`config.mk`:
```
export PLATFORM = sky130hd
export DESIGN_NAME = msraf_decode
export DESIGN_NICKNAME = d
export VERILOG_FILES = /design/src/sv/msraf_pkg.sv /design/src/sv/msraf_decode.sv
export SDC_FILE = /design/constraint.sdc
export NUM_CORES = 1
export LEC_CHECK = 0
export ABC_AREA = 1
export BUFFER_PORTS_ARGS = -buffer_cell sky130_fd_sc_hd__buf_2
export CORE_AREA = 5 5 42 44
export DETAILED_ROUTE_END_ITERATION = 8
export DIE_AREA = 0 0 47 49
export GPL_ROUTABILITY_DRIVEN = 0
export PLACE_DENSITY_LB_ADDON = 0.1
export SYNTH_ARGS = -nofsm -noshare
export SYNTH_HDL_FRONTEND = slang
export SYNTH_SLANG_ARGS = --single-unit
```
`constraint.sdc`:
```
create_clock -name vclk -period 0.9
set_clock_uncertainty 0.2 [all_clocks]
set_input_delay 0.045 -clock vclk [all_inputs]
set_output_delay 0.045 -clock vclk [all_outputs]
set_load 0.02 [all_outputs]
```
`src/sv/msraf_pkg.sv`:
```
// Shared types, codes and constants of the register access filter.
`timescale 1ns / 1ps

package msraf_pkg;

    localparam int RANGE_ENTRIES = 8192;
    localparam int RANGE_BITS    = $clog2(RANGE_ENTRIES);
    localparam int MAP_BITS      = 2 * RANGE_ENTRIES;
    localparam int SLOT_W        = $clog2(MAP_BITS);
    localparam int WORD_W        = 64;
    localparam int BIT_W         = $clog2(WORD_W);
    localparam int MAP_ROWS      = MAP_BITS / WORD_W;
    localparam int ROW_W         = $clog2(MAP_ROWS);

    localparam logic [31:0] HIGH_BASE     = 32'hC000_0000;
    localparam logic [31:0] CAP_FIRST     = 32'h0000_0480;
    localparam logic [31:0] CAP_LAST      = 32'h0000_0491;
    localparam logic [31:0] FEATURE_CTL   = 32'h0000_003A;
    localparam logic [31:0] VM_CR         = 32'hC001_0114;
    localparam logic [31:0] VM_HSAVE_KEY  = 32'hC001_0117;
    localparam logic [31:0] SYNTH_FIRST   = 32'h4000_0000;
    localparam logic [31:0] SYNTH_LAST    = 32'h4000_00FF;
    localparam logic [31:0] DEBUGCTL      = 32'h0000_01D9;

    localparam logic [WORD_W-1:0] VM_CR_SET_BITS  = 64'h0000_0000_0000_0018;
    localparam logic [WORD_W-1:0] DEBUGCTL_HIDE   = 64'h0000_0000_0000_0043;
    localparam logic [WORD_W-1:0] FEATURE_CTL_VAL = 64'h0000_0000_0000_0001;

    typedef enum logic [1:0] {
        CMD_READ  = 2'd0,
        CMD_WRITE = 2'd1,
        CMD_PROBE = 2'd2,
        CMD_RSVD  = 2'd3
    } t_cmd;

    typedef enum logic [1:0] {
        ACT_VALUE = 2'd0,
        ACT_PASS  = 2'd1,
        ACT_FAULT = 2'd2,
        ACT_PROBE = 2'd3
    } t_action;

    typedef struct packed {
        logic              cap;
        logic              feature_ctl;
        logic              vm_cr;
        logic              hsave_key;
        logic              synthetic;
        logic              debugctl;
        logic              covered;
        logic [SLOT_W-1:0] slot;
    } t_msr_class;

endpackage

```
`src/sv/msraf_decode.sv`:
```
// Register number decoder: special registers, ranges and map slot.
`timescale 1ns / 1ps

module msraf_decode
    import msraf_pkg::*;
(
    input  logic [31:0] i_msr_index,
    output t_msr_class  o_class
);

    logic is_low;
    logic is_high;

    assign is_low  = (i_msr_index[31:RANGE_BITS] == '0);
    assign is_high = (i_msr_index[31:RANGE_BITS] == HIGH_BASE[31:RANGE_BITS]);

    always_comb begin
        o_class.cap         = (i_msr_index >= CAP_FIRST) && (i_msr_index <= CAP_LAST);
        o_class.feature_ctl = (i_msr_index == FEATURE_CTL);
        o_class.vm_cr       = (i_msr_index == VM_CR);
        o_class.hsave_key   = (i_msr_index == VM_HSAVE_KEY);
        o_class.synthetic   = (i_msr_index >= SYNTH_FIRST) && (i_msr_index <= SYNTH_LAST);
        o_class.debugctl    = (i_msr_index == DEBUGCTL);
        o_class.covered     = is_low || is_high;
        o_class.slot        = {is_high, i_msr_index[RANGE_BITS-1:0]};
    end

endmodule

```
==> impl_metrics.prom <==
# TYPE chip_impl_metric gauge
chip_impl_metric{name="synthesis.yosys.warnings",unit=""} 0
chip_impl_metric{name="drv.max_cap_violation_count",unit=""} 0
chip_impl_metric{name="die_h",unit="µm"} 49
chip_impl_info{name="violations_in_the_final_reports",value="setup timing"} 1
chip_impl_metric{name="synthCells",unit=""} 97
chip_impl_metric{name="vias_per_cell",unit=""} 4.67
chip_impl_metric{name="slew-limit-headroom",unit="%"} 85.3
chip_impl_metric{name="final.setup.worst_slack",unit="ps"} -273
chip_impl_metric{name="maxSlewViolCount",unit=""} 0
chip_impl_metric{name="netlist.area_leader.share",unit="%"} 23.4
chip_impl_metric{name="postRouteAntennaNets",unit=""} 0
chip_impl_metric{name="die-width",unit="µm"} 47
chip_impl_info{name="mostFrequentLayoutCell",value="sky130_fd_sc_hd__buf_2"} 1
chip_impl_metric{name="setup_viol",unit=""} 8
chip_impl_info{name="setup_repair_after_global_routing_missed_its_margin",value="true"} 1
chip_impl_metric{name="setup-tns-final",unit="ps"} -1760
chip_impl_metric{name="std_cell_rows",unit=""} 14
chip_impl_metric{name="drc",unit=""} 0
chip_impl_metric{name="detailroute.via_count",unit=""} 789
chip_impl_metric{name="antennaDiodeCount",unit=""} 0
chip_impl_metric{name="worst-endpoint-required",unit="ps"} 650
chip_impl_metric{name="wl_per_cell",unit="µm"} 11.4
chip_impl_metric{name="grt_max_degree",unit=""} 6
chip_impl_metric{name="port_buffers",unit=""} 53
chip_impl_metric{name="nFlopsAndLatches",unit=""} 0
chip_impl_metric{name="hold_violations",unit=""} 0
chip_impl_metric{name="grt.total_usage",unit="%"} 15.1
chip_impl_info{name="critical_path_class",value="input pin to primary output"} 1
chip_impl_metric{name="total_wirelength",unit="µm"} 1930
chip_impl_metric{name="post_synth.cell_area_avg",unit="µm²"} 4.80
chip_impl_metric{name="drt-initial-drc-count",unit=""} 3
chip_impl_metric{name="tightest_slew",unit="ps"} 218
chip_impl_metric{name="largest_fanout_of_any_net_on_the_critical_path",unit=""} 2
chip_impl_info{name="worst_hold_start",value="i_msr_index[5]"} 1
chip_impl_metric{name="p_total",unit="mW"} 0.389
chip_impl_metric{name="finalCritPeriodShare",unit="%"} 130
chip_impl_info{name="endpoint_kind",value="primary output"} 1
chip_impl_info{name="ys_top_cells_by_area",value="sky130_fd_sc_hd__nor2_1, sky130_fd_sc_hd__buf_4, sky130_fd_sc_hd__nand2_1"} 1
chip_impl_info{name="synth_largest_area_cell",value="sky130_fd_sc_hd__nor2_1"} 1
chip_impl_metric{name="first_pass_grt_wire_length",unit="µm"} 2770
chip_impl_metric{name="leakage",unit="nW"} 0.537
chip_impl_metric{name="power.density_cell_area",unit="nW/µm²"} 353
chip_impl_metric{name="final.clkbuf_count",unit=""} 0
chip_impl_metric{name="ys_seq_area_share",unit="%"} 0
chip_impl_metric{name="area_delta_synth_final",unit="%"} 137
chip_impl_info{name="worstSetupStartpointType",value="input pin"} 1
chip_impl_info{name="min_path_type",value="input pin to primary output"} 1
chip_impl_metric{name="post_route_cells_drive_above_1_share",unit="%"} 74.5
chip_impl_info{name="status",value="finished, violations left"} 1
chip_impl_metric{name="final_net_count",unit=""} 187
chip_impl_metric{name="floorplan.io_pins",unit=""} 53
chip_impl_metric{name="regArea",unit="µm²"} 0
chip_impl_metric{name="finalInstanceArea",unit="µm²"} 1100
chip_impl_metric{name="global_route.overflow_total",unit=""} 0
chip_impl_metric{name="fin_crit",unit="ps"} 1170
chip_impl_metric{name="synthDistinctLibCells",unit=""} 15
chip_impl_metric{name="via_count_of_the_first_global_routing_pass",unit=""} 743
chip_impl_metric{name="syn_nets",unit=""} 129
chip_impl_metric{name="final_core_util",unit="%"} 78.6
chip_impl_metric{name="hpwl",unit="µm"} 1400
chip_impl_metric{name="fp.coreArea",unit="µm²"} 1400
chip_impl_metric{name="achievable-frequency",unit="MHz"} 853
chip_impl_metric{name="design.die.area",unit="µm²"} 2300
chip_impl_metric{name="mappedNetlistArea",unit="µm²"} 465
chip_impl_info{name="layout.cells.most_common_list",value="sky130_fd_sc_hd__buf_2, sky130_fd_sc_hd__buf_6, sky130_fd_sc_hd__buf_4"} 1
chip_impl_metric{name="effective_utilization_at_floorplan",unit="%"} 33.2
chip_impl_metric{name="first_pass_iteration_count_of_the_detailed_router",unit=""} 4
chip_impl_metric{name="power.ir.vdd_worst",unit="µV"} 205
chip_impl_info{name="endpoint_of_the_most_critical_setup_path",value="o_class[17]"} 1
chip_impl_metric{name="grt_antenna_before_repair",unit=""} 0
chip_impl_info{name="crit_start",value="i_msr_index[15]"} 1
chip_impl_metric{name="placed_area",unit="µm²"} 856
chip_impl_metric{name="data_arrival_time_of_the_critical_path",unit="ps"} 930
==> cell families after synthesis <==
group | count (synthesis) | share of synthesized area [%]
AOI/OAI and AO/OA | 2 | 2.42
buffers and inverters | 25 | 31.5
and+or+nand+nor | 70 | 66.1
==> timing repair <==
item / in CTS / in global routing
setup endpoints to repair: 8 / 8
pin swaps: 17 / 12
buffers inserted: 1 / 0
hold buffers: 0 / 0
gates resized for setup: 35 / 25
gates cloned: 0 / 0
endpoints found under the hold margin: 0 / 0
==> final cells by class <==
cell class | instances | area (µm²)
Timing Repair Buffer | 70 | 512
Fill cell | 119 | 300
Tap cell | 16 | 20.0
Inverter | 11 | 43.8
Multi-Input combinational cell | 72 | 526
==> power by group <==
part | switching [mW] | internal (mW) | leakage [nW] | total [mW]
clock | 0 | 0 | 0 | 0
sequential | 0 | 0 | 0 | 0
combinational | 0.201 | 0.188 | 0.537 | 0.389
==> routing by layer <==
layer | wire (µm) | global-route usage, % | vias up
li1 | - | - | 401
met1 | 605 | 16.8 | 356
met2 | 1180 | 29.6 | 30
met3 | 131 | 1.11 | 2
met4 | 10 | 1.84 | 0
met5 | 0 | 0 | -
==> stage by stage <==
step / hold WS (ps) / worst slack, ps / cells
after floorplan: 2.59 / -75.7 / 97
after global placement: 124 / -290 / 168
after detailed placement: 127 / -306 / 168
after CTS: 116 / -241 / 169
after global routing: 143 / -368 / 169
final: 132 / -273 / 169
==> worst min path at each step <==
stage | end | slack, ps | depth (start not counted)
5_1_grt | o_class[5] | 140 | 2
3_5_place_dp | o_class[12] | 130 | 2
6_report | o_class[5] | 130 | 2
4_1_cts | o_class[8] | 120 | 2
2_1_floorplan | o_class[0] | 3 | 1
3_3_place_gp | o_class[12] | 120 | 2
==> synth_stat cells, drive strengths merged <==
cell type and count:
nor3b 2, o22ai 1, a21oi 1, nand2 24, nand3 5, nor2 31
inv 11, nand4 3, nor3 5, buf 14
==> worst max-delay path: stages <==
cell	delay [ps]
sky130_fd_sc_hd__buf_6	100
sky130_fd_sc_hd__nor2_4	110
sky130_fd_sc_hd__nand2_2	80
sky130_fd_sc_hd__inv_2	70
sky130_fd_sc_hd__nand3_2	80
sky130_fd_sc_hd__nor2_2	130
sky130_fd_sc_hd__nand2_2	70
sky130_fd_sc_hd__nor2_2	100
sky130_fd_sc_hd__buf_4	150
No activity file was read; power rests on OpenSTA's default activity.
